[src/rtl/tcce_pkg.sv]
// Shared types, constants and helper functions of the text console cell engine.
package tcce_pkg;

  // Screen store geometry.
  localparam int MAX_COLUMNS = 128;
  localparam int MAX_LINES   = 64;
  localparam int COL_W       = $clog2(MAX_COLUMNS);
  localparam int ROW_W       = $clog2(MAX_LINES);
  localparam int NCOL_W      = COL_W + 1;
  localparam int NROW_W      = ROW_W + 1;
  localparam int ADDR_W      = ROW_W + COL_W;
  localparam int CELL_DEPTH  = MAX_LINES * MAX_COLUMNS;
  localparam int CELL_W      = 16;

  // Configuration port.
  localparam int CFG_IDX_W   = 1;
  localparam int CFG_DATA_W  = 8;
  localparam int COLS_REG_W  = 8;
  localparam int LINES_REG_W = 7;
  localparam logic [CFG_IDX_W-1:0]   CFG_COLUMNS   = 1'b0;
  localparam logic [CFG_IDX_W-1:0]   CFG_LINES     = 1'b1;
  localparam logic [COLS_REG_W-1:0]  RESET_COLUMNS = 8'd80;
  localparam logic [LINES_REG_W-1:0] RESET_LINES   = 7'd25;

  // Operation codes.
  localparam logic [2:0] OP_PUT        = 3'd0;
  localparam logic [2:0] OP_BACKSPACE  = 3'd1;
  localparam logic [2:0] OP_PUT_AT     = 3'd2;
  localparam logic [2:0] OP_SET_COLOR  = 3'd3;
  localparam logic [2:0] OP_SET_CURSOR = 3'd4;
  localparam logic [2:0] OP_CLEAR      = 3'd5;
  localparam logic [2:0] OP_READ_CELL  = 3'd6;

  // Control characters and colours.
  localparam logic [7:0] CH_SPACE   = 8'h20;
  localparam logic [7:0] CH_NEWLINE = 8'h0A;
  localparam logic [7:0] CH_RETURN  = 8'h0D;
  localparam logic [7:0] CH_TAB     = 8'h09;
  localparam int         TAB_STEP   = 4;
  localparam logic [3:0] RESET_FG   = 4'hF;
  localparam logic [3:0] RESET_BG   = 4'h0;

  // Channel payloads.
  typedef struct packed {
    logic [2:0] op;
    logic [7:0] ch;
    logic [3:0] fg_index;
    logic [3:0] bg_index;
    logic [5:0] row_sel;
    logic [6:0] col_sel;
  } cmd_item_t;

  typedef struct packed {
    logic        status;
    logic        scrolled;
    logic [5:0]  cursor_line;
    logic [6:0]  cursor_column;
    logic [7:0]  cell_char;
    logic [31:0] cell_fg_argb;
    logic [31:0] cell_bg_argb;
  } resp_item_t;

  // What an item needs after its first execute cycle.
  typedef enum logic [1:0] {
    PATH_DONE,
    PATH_SCROLL,
    PATH_FILL,
    PATH_READ
  } exec_path_t;

  // Commands from the controller to the datapath.
  typedef struct packed {
    logic capture;
    logic exec;
    logic copy_rd;
    logic copy_wr;
    logic fill_wr;
    logic init_mode;
    logic read_latch;
    logic load_out;
  } ctl_cmd_t;

  // Status from the datapath to the controller.
  typedef struct packed {
    exec_path_t path;
    logic       single_line;
    logic       copy_end;
    logic       fill_end;
  } dp_sts_t;

  // Pack a cell: background in the top nibble, foreground below, then character.
  function automatic logic [CELL_W-1:0] make_cell(logic [7:0] chr, logic [3:0] fg,
                                                 logic [3:0] bg);
    return {bg, fg, chr};
  endfunction

  // Sixteen-colour palette in ARGB.
  function automatic logic [31:0] palette_argb(logic [3:0] idx);
    logic [31:0] argb;
    case (idx)
      4'd0:    argb = 32'hFF000000;
      4'd1:    argb = 32'hFF0000AA;
      4'd2:    argb = 32'hFF00AA00;
      4'd3:    argb = 32'hFF00AAAA;
      4'd4:    argb = 32'hFFAA0000;
      4'd5:    argb = 32'hFFAA00AA;
      4'd6:    argb = 32'hFFAA5500;
      4'd7:    argb = 32'hFFAAAAAA;
      4'd8:    argb = 32'hFF555555;
      4'd9:    argb = 32'hFF5555FF;
      4'd10:   argb = 32'hFF55FF55;
      4'd11:   argb = 32'hFF55FFFF;
      4'd12:   argb = 32'hFFFF5555;
      4'd13:   argb = 32'hFFFF55FF;
      4'd14:   argb = 32'hFFFFFF55;
      default: argb = 32'hFFFFFFFF;
    endcase
    return argb;
  endfunction

endpackage

[src/rtl/tcce_ctrl.sv]
// Controller state machine that sequences each item through the datapath.
module tcce_ctrl (
  input  logic                clk,
  input  logic                rst,
  input  logic                cmd_valid,
  output logic                cmd_ready,
  output logic                resp_valid,
  input  logic                resp_ready,
  output tcce_pkg::ctl_cmd_t  ctl,
  input  tcce_pkg::dp_sts_t   sts
);
  import tcce_pkg::*;

  typedef enum logic [2:0] {
    S_INIT,
    S_IDLE,
    S_EXEC,
    S_COPY_RD,
    S_COPY_WR,
    S_FILL,
    S_READ_WAIT,
    S_DONE
  } state_t;

  state_t state;
  state_t state_next;
  logic   out_free;

  // The response register can take a new item when empty or being emptied.
  assign out_free  = !resp_valid || resp_ready;
  assign cmd_ready = (state == S_IDLE);

  // Commands and next state.
  always_comb begin
    ctl        = '0;
    state_next = state;
    case (state)
      S_INIT: begin
        ctl.fill_wr   = 1'b1;
        ctl.init_mode = 1'b1;
        if (sts.fill_end) begin
          state_next = S_IDLE;
        end
      end
      S_IDLE: begin
        ctl.capture = cmd_valid;
        if (cmd_valid) begin
          state_next = S_EXEC;
        end
      end
      S_EXEC: begin
        ctl.exec = 1'b1;
        case (sts.path)
          PATH_SCROLL: state_next = sts.single_line ? S_FILL : S_COPY_RD;
          PATH_FILL:   state_next = S_FILL;
          PATH_READ:   state_next = S_READ_WAIT;
          default: begin
            ctl.load_out = out_free;
            state_next   = out_free ? S_IDLE : S_DONE;
          end
        endcase
      end
      S_COPY_RD: begin
        ctl.copy_rd = 1'b1;
        state_next  = S_COPY_WR;
      end
      S_COPY_WR: begin
        ctl.copy_wr = 1'b1;
        state_next  = sts.copy_end ? S_FILL : S_COPY_RD;
      end
      S_FILL: begin
        ctl.fill_wr = 1'b1;
        if (sts.fill_end) begin
          state_next = S_DONE;
        end
      end
      S_READ_WAIT: begin
        ctl.read_latch = 1'b1;
        state_next     = S_DONE;
      end
      S_DONE: begin
        ctl.load_out = out_free;
        if (out_free) begin
          state_next = S_IDLE;
        end
      end
      default: begin
        state_next = S_IDLE;
      end
    endcase
  end

  // State and response valid flag.
  always_ff @(posedge clk) begin
    if (rst) begin
      state      <= S_INIT;
      resp_valid <= 1'b0;
    end else begin
      state <= state_next;
      if (ctl.load_out) begin
        resp_valid <= 1'b1;
      end else if (resp_ready) begin
        resp_valid <= 1'b0;
      end
    end
  end

  // An accepted item is executed in the following cycle.
  a_accept_exec: assert property (@(posedge clk) disable iff (rst)
    cmd_valid && cmd_ready |=> ctl.exec)
    else $error("accepted item was not executed");

  // Cell data is only latched right after a read was issued.
  a_read_after_exec: assert property (@(posedge clk) disable iff (rst)
    ctl.read_latch |-> $past(ctl.exec))
    else $error("read data latched without a preceding read");

  // The power-up clearing pass ends in the idle state.
  a_init_to_idle: assert property (@(posedge clk) disable iff (rst)
    (state == S_INIT) && sts.fill_end |=> cmd_ready)
    else $error("clearing pass did not release the command channel");

endmodule

[config.mk]
export PLATFORM = sky130hd
export DESIGN_NAME = tcce_ctrl
export DESIGN_NICKNAME = d
export VERILOG_FILES = /design/src/rtl/tcce_pkg.sv /design/src/rtl/tcce_ctrl.sv
export SDC_FILE = /design/constraint.sdc
export NUM_CORES = 1
export LEC_CHECK = 0
export BUFFER_PORTS_ARGS = -buffer_cell sky130_fd_sc_hd__buf_2
export CORE_AREA = 2 2 39 41
export CTS_CLUSTER_SIZE = 20
export DETAILED_ROUTE_END_ITERATION = 7
export DIE_AREA = 0 0 41 43
export PLACE_DENSITY = 0.53
export RECOVER_POWER = 100
export SYNTH_ARGS = -nofsm -noshare
export SYNTH_HDL_FRONTEND = slang
export SYNTH_SLANG_ARGS = --single-unit
[constraint.sdc]
create_clock -name clk -period 1.8 [get_ports clk]
set_clock_uncertainty 0.05 [all_clocks]
set_input_delay 0.18 -clock clk [delete_from_list [all_inputs] [get_ports clk]]
set_output_delay 0.18 -clock clk [all_outputs]
set_load 0.01 [all_outputs]
==> results by stage, run 1 <==
Drt:
- The final wirelength is 897 µm.
- After detailed routing, the average wire length per cell comes to 10.8 µm.
- The count of nets left with antenna violations once routing finished came out at 0.
- The pre-antenna-repair detailed-routing pass consisted of 4 iterations.
- In the routed design, unresolved DRC markers number 0.
- The violation count after the first detailed-route iteration is 1.
- The routed layout has 415 vias.
- Using the TritonRoute via totals, the vias-per-cell ratio works out to 5.00.

Worst setup path:
- The dominant delay contributor by cell family on the critical path is simple AND/OR/NAND/NOR gates.
- The peak per-stage delay on the critical path is 0.36 ns.
- The worst setup path is captured at an output pin.
- The largest fanout on the critical path is 8.
- The nature of the critical path startpoint is a flip-flop.
- The largest individual stage delay along the critical path comes from the cell sky130_fd_sc_hd__dfxtp_1.
- Counting buffers and inverters, the worst setup path is 5 cells deep.
- The worst register-to-register path ends at state[1]$_SDFFE_PP0P_.
- The source of the critical timing path is state[2]$_SDFFE_PP0P_.
- Setup slack on the worst reg-to-reg path comes out at 0.36 ns.
- The worst path required time is 1.57 ns.
- The number of buffers and inverters on the critical path is 1.
- Data arrives at the worst endpoint at 1.42 ns.
- The worst register-to-register path begins at state[2]$_SDFFE_PP0P_.
- The worst setup path is of the flip-flop to output pin kind.
- Following the worst setup path forward leads to its endpoint at ctl[0].
- For the worst flop-to-flop path, the logic depth is 4.
- The critical path goes through or2_4 > o31ai_1 > nand2_1 > nor2_1 > buf_2.

Placement:
- The placer's final routability congestion estimate is 0.727.
- The count of buffers added on input and output ports is 18.
- The placed wire-length estimate is 707 µm.
- The placed instance area is 438 µm².

STA:
- The timing-limited maximum frequency is 606 MHz.
- For the pin with the worst max-slew slack, the measured transition is 0.324 ns.
- After routing, the total negative slack on setup checks comes to 0 ns.
- The number of failing hold endpoints at the final stage was 0.
- The post-route minimum period is 1.65 ns.
- The post-route fraction of the period consumed by the critical path is 0.917.
- Across all hold checks on the routed design, the worst slack comes to 0.125 ns.
- Headroom to the max-slew limit came out at 0.784.
- Setup violations remaining at the end of the flow were counted as 0.
- Setup repair after global routing left no endpoint under its margin.
- The count of pins over their slew limit is 0.

Clock tree:
- The number of hold buffers added after cts is 0.
- The total CTS buffers is 3.
- The number of gates resized after cts is 0.
- CTS placed an instance of sky130_fd_sc_hd__clkbuf_4 at the clock tree root.
- The level count of the clock H-tree is 1.
- Post-CTS timing repair inserted 0 buffers for setup.
- The clock slew at the register clock pins of the worst setup and hold paths is 0.04 ns.
- TritonCTS built the clock tree.
- The longest clock path from root to sink contains 2 buffers.
- At the later pin of the worst-skew pair, clock insertion delay measures 0.23 ns.
- CTS saw 4 sinks.

GRT:
- For met1 alone, demand over resource in global routing was 0.141.
- The largest net degree at the start of global routing is 12.
- The layer carrying the most global-route usage is met2.
- The met3 demand-to-capacity share in global routing is 0.0314.
- For this run, the total global-route usage over all layers was measured as 0.125.
- The met2 global-route usage is 0.188.
- The via count of the first global-routing pass is 371.
- The number of antenna violations at the first check in global routing is 0.
- The total global routing overflow is 0.
- The first global-routing pass estimated 1.48 mm of wire.

Cells and area:
- The filler cells instantiated in the layout total 164.
- The share of layout cells above drive strength 1 is 0.224.
- The top cell types in the final layout, fill and taps aside, are sky130_fd_sc_hd__buf_2 (10), sky130_fd_sc_hd__clkbuf_1 (9), sky130_fd_sc_hd__nor2_1 (8).
- The final non-filler cell area is 447 µm².
- The final core area utilization is 0.323.
- The repair_antennas step left the layout with diodes totalling 0.
- Leaving out fill and tap cells, the most frequent cell in the layout is sky130_fd_sc_hd__buf_2.
- The area overhead of the layout relative to synthesis is 36.3%.
- The layout net count is 78.

Synth:
- After synthesis, the netlist uses 22 different library cells.
- The post-synthesis instance total is 47.
- The number of warnings printed during yosys synthesis is 0.
- After synthesis the cells add up to 328 µm².
- The synthesized design contains 0 enable-type register cells.
- The prevailing post-synth register cell is sky130_fd_sc_hd__dfxtp_1.
- Of all flip-flops after synthesis, the portion carrying an async set or reset was 0.
- For this run, the register share of the synthesized area comes to 0.244.
- In this run the mean area of a mapped cell was 6.97 µm².
- The synthesized netlist net count is 56.
- The number of synthesized register bits is 4.

Pwr:
- Power spread over the standard cell area amounts to 573 mW/mm².
- The design draws 0.256 mW.
- The leakage power total is 0.184 nW.
- The maximum vdd drop is 0.000214 V.

Die:
- The I/O pin count is 19.
- The floorplan core area is 0.00138 mm².
- After floorplanning, the core was divided into 14 placement rows.
- The floorplan die area is 0.00176 mm².
- The die width is 41 µm.
- The initial utilization of the core area, before any placement, comes to 0.237.
- The y dimension of the die is 43 µm.

Min path:
- The worst min-delay path class is input pin to flip-flop.

Status:
- The run finished with clean final reports.

Flow run:
- Max-cap violations in this run came to 0.
[per-stage QoR]
step                      setup WS (ns)  std cells
after floorplan                   0.404         47
after global placement            0.332         80
after detailed placement          0.367         80
after CTS                         0.137         83
after global routing             0.0134         83
final                             0.149         83
[metal layers]
layer	vias up	routed length, µm
met3	2	83
met1	186	382
met4	0	10
met2	12	420
met5	-	0
li1	215	-
[cells in the mapped netlist (2+ instances only)]
| cell | n | area share |
|---|---|---|
| sky130_fd_sc_hd__a211oi_1 | 2 | 0.046 |
| sky130_fd_sc_hd__a21oi_1 | 7 | 0.11 |
| sky130_fd_sc_hd__a311o_1 | 2 | 0.061 |
| sky130_fd_sc_hd__clkbuf_1 | 2 | 0.023 |
| sky130_fd_sc_hd__dfxtp_1 | 4 | 0.24 |
| sky130_fd_sc_hd__inv_1 | 2 | 0.023 |
| sky130_fd_sc_hd__nand2_1 | 3 | 0.034 |
| sky130_fd_sc_hd__nor2_1 | 8 | 0.092 |
| sky130_fd_sc_hd__nor2b_1 | 2 | 0.038 |
| sky130_fd_sc_hd__nor3_1 | 2 | 0.031 |
| sky130_fd_sc_hd__nor3b_1 | 2 | 0.046 |
[cell type report]
cell class	instances	area, µm²	area share
Inverter	2	7.51	0.0168
Tap cell	16	20.0	0.0448
Sequential cell	4	80.1	0.179
Multi-Input combinational cell	39	233	0.521
Clock buffer	3	22.5	0.0504
Timing Repair Buffer	19	83.8	0.188
[flip-flops by register name, indices dropped and copies added (netlist names)]
signal      count
resp_valid      1
state           3
[cells by family after synthesis]
kind of cell    after synthesis  synth area share
simple gates                 22             0.347
buf+inv                       4            0.0458
flops                         4             0.244
compound gates               17             0.363
[power breakdown]
group / switching (mW) / total (mW) / internal (mW)
sequential: 0.00506 / 0.0965 / 0.0915
combinational: 0.0273 / 0.0520 / 0.0247
clock: 0.0330 / 0.107 / 0.0743
total: 0.0654 / 0.256 / 0.191
[how the worst min path moves through the flow]
stage	to	cells past startpoint	from	slack, ns
after floorplan	resp_valid$_SDFFE_PP0P_	1	rst	0.20
after global placement	state[0]$_SDFFE_PP0P_	2	rst	0.37
after detailed placement	resp_valid$_SDFFE_PP0P_	2	rst	0.36
after CTS	resp_valid$_SDFFE_PP0P_	2	rst	0.12
after global routing	state[0]$_SDFFE_PP0P_	2	rst	0.13
final	resp_valid$_SDFFE_PP0P_	2	rst	0.13
(Power assumes the default switching activity.)
==> inputs of run 2 (changes only) <==
--- a/config.mk
+++ b/config.mk
@@ -10,7 +10,6 @@
 export CTS_CLUSTER_SIZE = 20
 export DETAILED_ROUTE_END_ITERATION = 7
 export DIE_AREA = 0 0 41 43
-export PLACE_DENSITY = 0.53
 export RECOVER_POWER = 100
 export SYNTH_ARGS = -nofsm -noshare
 export SYNTH_HDL_FRONTEND = slang
==> run 2 against run 1 <==
Against the previous run: largest power group unchanged; core utilization unchanged; sequential cell count unchanged; hold slack improved by 0.0072 ns; clock power about the same; register-to-register slack about the same; worst setup slack lost 0.0026 ns; fmax is 0.16% lower; sequential share of layout area unchanged; non-clock buffer count did not move.
==> results by stage, run 2 (synthesized netlist as in run 1, its figures left out) <==
Cells and area:
- The diode insertion count for antenna repair was 0 (unchanged).
- The most common cell after layout, fill and taps aside was sky130_fd_sc_hd__buf_2 (unchanged).
- The most flop-heavy register is state (unchanged).
- The flip-flop count of the largest register after layout is 3 (unchanged).
- Top flop regs: state: 3 flops, resp_valid: 1 flops (unchanged).
- The share of layout cells above drive strength 1 was 0.224 (unchanged).
- The count of filler cells inserted in the layout was 160 (was 164).
- Highest-count cells in the layout ignoring fill and taps: sky130_fd_sc_hd__buf_2 (10), sky130_fd_sc_hd__clkbuf_1 (9), sky130_fd_sc_hd__nor2_1 (8) (unchanged).
- The layout net count was 78 (unchanged).
- The area overhead of the layout relative to synthesis is 36.3% (unchanged).

Drt:
- The final wirelength was 896 µm (was 897 µm).
- The number of optimization iterations in the first detailed-route pass came to 4 (unchanged).
- The total via count in the routed design is 429 (was 415).
- The number of nets with antenna violations after detailed routing was 0 (unchanged).
- The number of design rule violations left after detail routing is 0 (unchanged).
- The average wire length per cell after detail routing is 10.8 µm (about the same).
- The via count normalized by instance count is 5.17 (was 5.00).
- The violation count after the first detailed-route iteration is 13 (was 1).

Worst setup path:
- The type of element capturing the critical path is an output pin (unchanged).
- The worst path arrival time was 1.42 ns (about the same).
- The nature of the critical path startpoint is a flip-flop (unchanged).
- The worst path required time was 1.57 ns (about the same).
- The largest fanout on the critical path was 11 (was 8).
- The dominant delay contributor by cell family on the critical path is simple AND/OR/NAND/NOR gates (unchanged).
- The worst-case register-to-register setup slack is 0.35 ns (was 0.36 ns).
- The number of buffers and inverters on the critical path is 1 (unchanged).
- Cell chain of the critical path: or2_4 > o31ai_1 > nand2_1 > nor2_1 > buf_2 (unchanged).
- The peak per-stage delay on the critical path is 0.38 ns (was 0.36 ns).
- The worst setup path category is flip-flop to output pin (unchanged).
- The slowest library cell on the worst path is sky130_fd_sc_hd__dfxtp_1 (unchanged).

Placement:
- The placer's final routability congestion estimate is 0.759 (was 0.727).
- The count of buffers inserted at the top-level ports is 18 (unchanged).
- The placed wire-length estimate is 724 µm (was 707 µm).

Clock tree:
- The CTS tree is built (unchanged).
- The cell at the root of the clock tree is sky130_fd_sc_hd__clkbuf_4 (unchanged).
- The maximum clock insertion buffer count is 2 (unchanged).
- The insertion delay to the later sink of the worst-skew pair is 0.23 ns (about the same).
- The total CTS buffers was 3 (unchanged).
- The clock slew at the register clock pins of the worst setup and hold paths is 0.04 ns (about the same).
- The number of hold buffers added after cts is 0 (unchanged).
- The number of setup buffers added after CTS is 0 (unchanged).
- The number of gates resized after cts is 0 (unchanged).
- The level count of the clock H-tree is 1 (unchanged).
- The number of sinks driven by the clock tree came to 4 (unchanged).

STA:
- Setup repair after global routing missed its margin: false (unchanged).
- The worst max-slew margin expressed relative to the limit was 0.785 (was 0.784).
- The count of final setup violators was 0 (unchanged).
- The number of failing hold endpoints at the final stage was 0 (unchanged).
- The final-layout setup total negative slack was 0 ns (unchanged).
- The slew at the pin with the worst max-slew slack is 0.322 ns (was 0.324 ns).
- The timing-limited maximum frequency came to 605 MHz (was 606 MHz).
- The post-route minimum period came to 1.65 ns (about the same).
- The post-route fraction of the period consumed by the critical path is 0.919 (was 0.917).
- The count of pins over their slew limit came to 0 (unchanged).

GRT:
- The global-route wire length before repair came to 1.21 mm (was 1.48 mm).
- The total global routing track utilization is 0.106 (was 0.125).
- The number of antenna violations at the first check in global routing came to 0 (unchanged).
- The total global routing overflow came to 0 (unchanged).
- The largest net degree at the start of global routing is 12 (unchanged).
- The via count of the first global-routing pass is 345 (was 371).

Die:
- The initial cell density of the core is 0.237 (unchanged).
- The I/O pin count is 19 (unchanged).
- The standard-cell row count is 14 (unchanged).
- The floorplan die area is 0.00176 mm² (unchanged).
- The floorplan core area is 0.00138 mm² (unchanged).
- The die width is 41 µm (unchanged).
- The y dimension of the die is 43 µm (unchanged).

Flow run:
- The number of maximum-capacitance violations is 0 (unchanged).

Min path:
- The worst min-delay path class is input pin to flip-flop (unchanged).

Pwr:
- The power per standard cell area is 569 mW/mm² (was 573 mW/mm²).
- The leakage power total is 0.184 nW (unchanged).
- The total power was 0.254 mW (was 0.256 mW).
- The maximum vdd drop came to 0.000253 V (was 0.000214 V).

Status:
- Status: completed (unchanged).
-- run 2: per-stage QoR --
step / area [µm²] / setup slack [ns] / cells / utilization / hold WS, ns
global placement: 438 / 0.372 / 80 / 0.316 / 0.365
CTS: 460 / 0.137 / 83 / 0.333 / 0.121
floorplan: 328 / 0.404 / 47 / - / 0.199
global route: 447 / 0.0151 / 83 / 0.323 / 0.135
detailed placement: 438 / 0.370 / 80 / 0.316 / 0.370
finish: 447 / 0.146 / 83 / 0.323 / 0.133
-- run 2: path summary, 6_finish.rpt --
path                           start                      end  cells past startpoint
max            state[0]$_SDFFE_PP0P_                   ctl[0]                      5
min                              rst    state[0]$_SDFFE_PP0P_                      2
max reg2reg    state[1]$_SDFFE_PP0P_    state[0]$_SDFFE_PP0P_                      4
min reg2reg  resp_valid$_SDFFE_PP0P_  resp_valid$_SDFFE_PP0P_                      2
-- run 2: final cells by class --
class,instances,area (µm²),area share
Timing Repair Buffer,19,83.8,0.188
Sequential cell,4,80.1,0.179
Tap cell,16,20.0,0.0448
Multi-Input combinational cell,39,233,0.521
Clock buffer,3,22.5,0.0504
Inverter,2,7.51,0.0168
-- run 2: routing by layer --
layer | global-route usage | vias up | share of wire
met5 | 0 | - | 0
met4 | 0.133 | 0 | 0.011
met3 | 0.0209 | 2 | 0.088
met2 | 0.153 | 22 | 0.50
met1 | 0.106 | 191 | 0.40
li1 | - | 214 | -
-- run 2: power by group --
part           total (mW)  switching, mW  internal, mW  leakage (nW)
sequential         0.0965        0.00497        0.0915        0.0325
combinational      0.0524         0.0277        0.0247         0.138
clock               0.105         0.0311        0.0742        0.0138
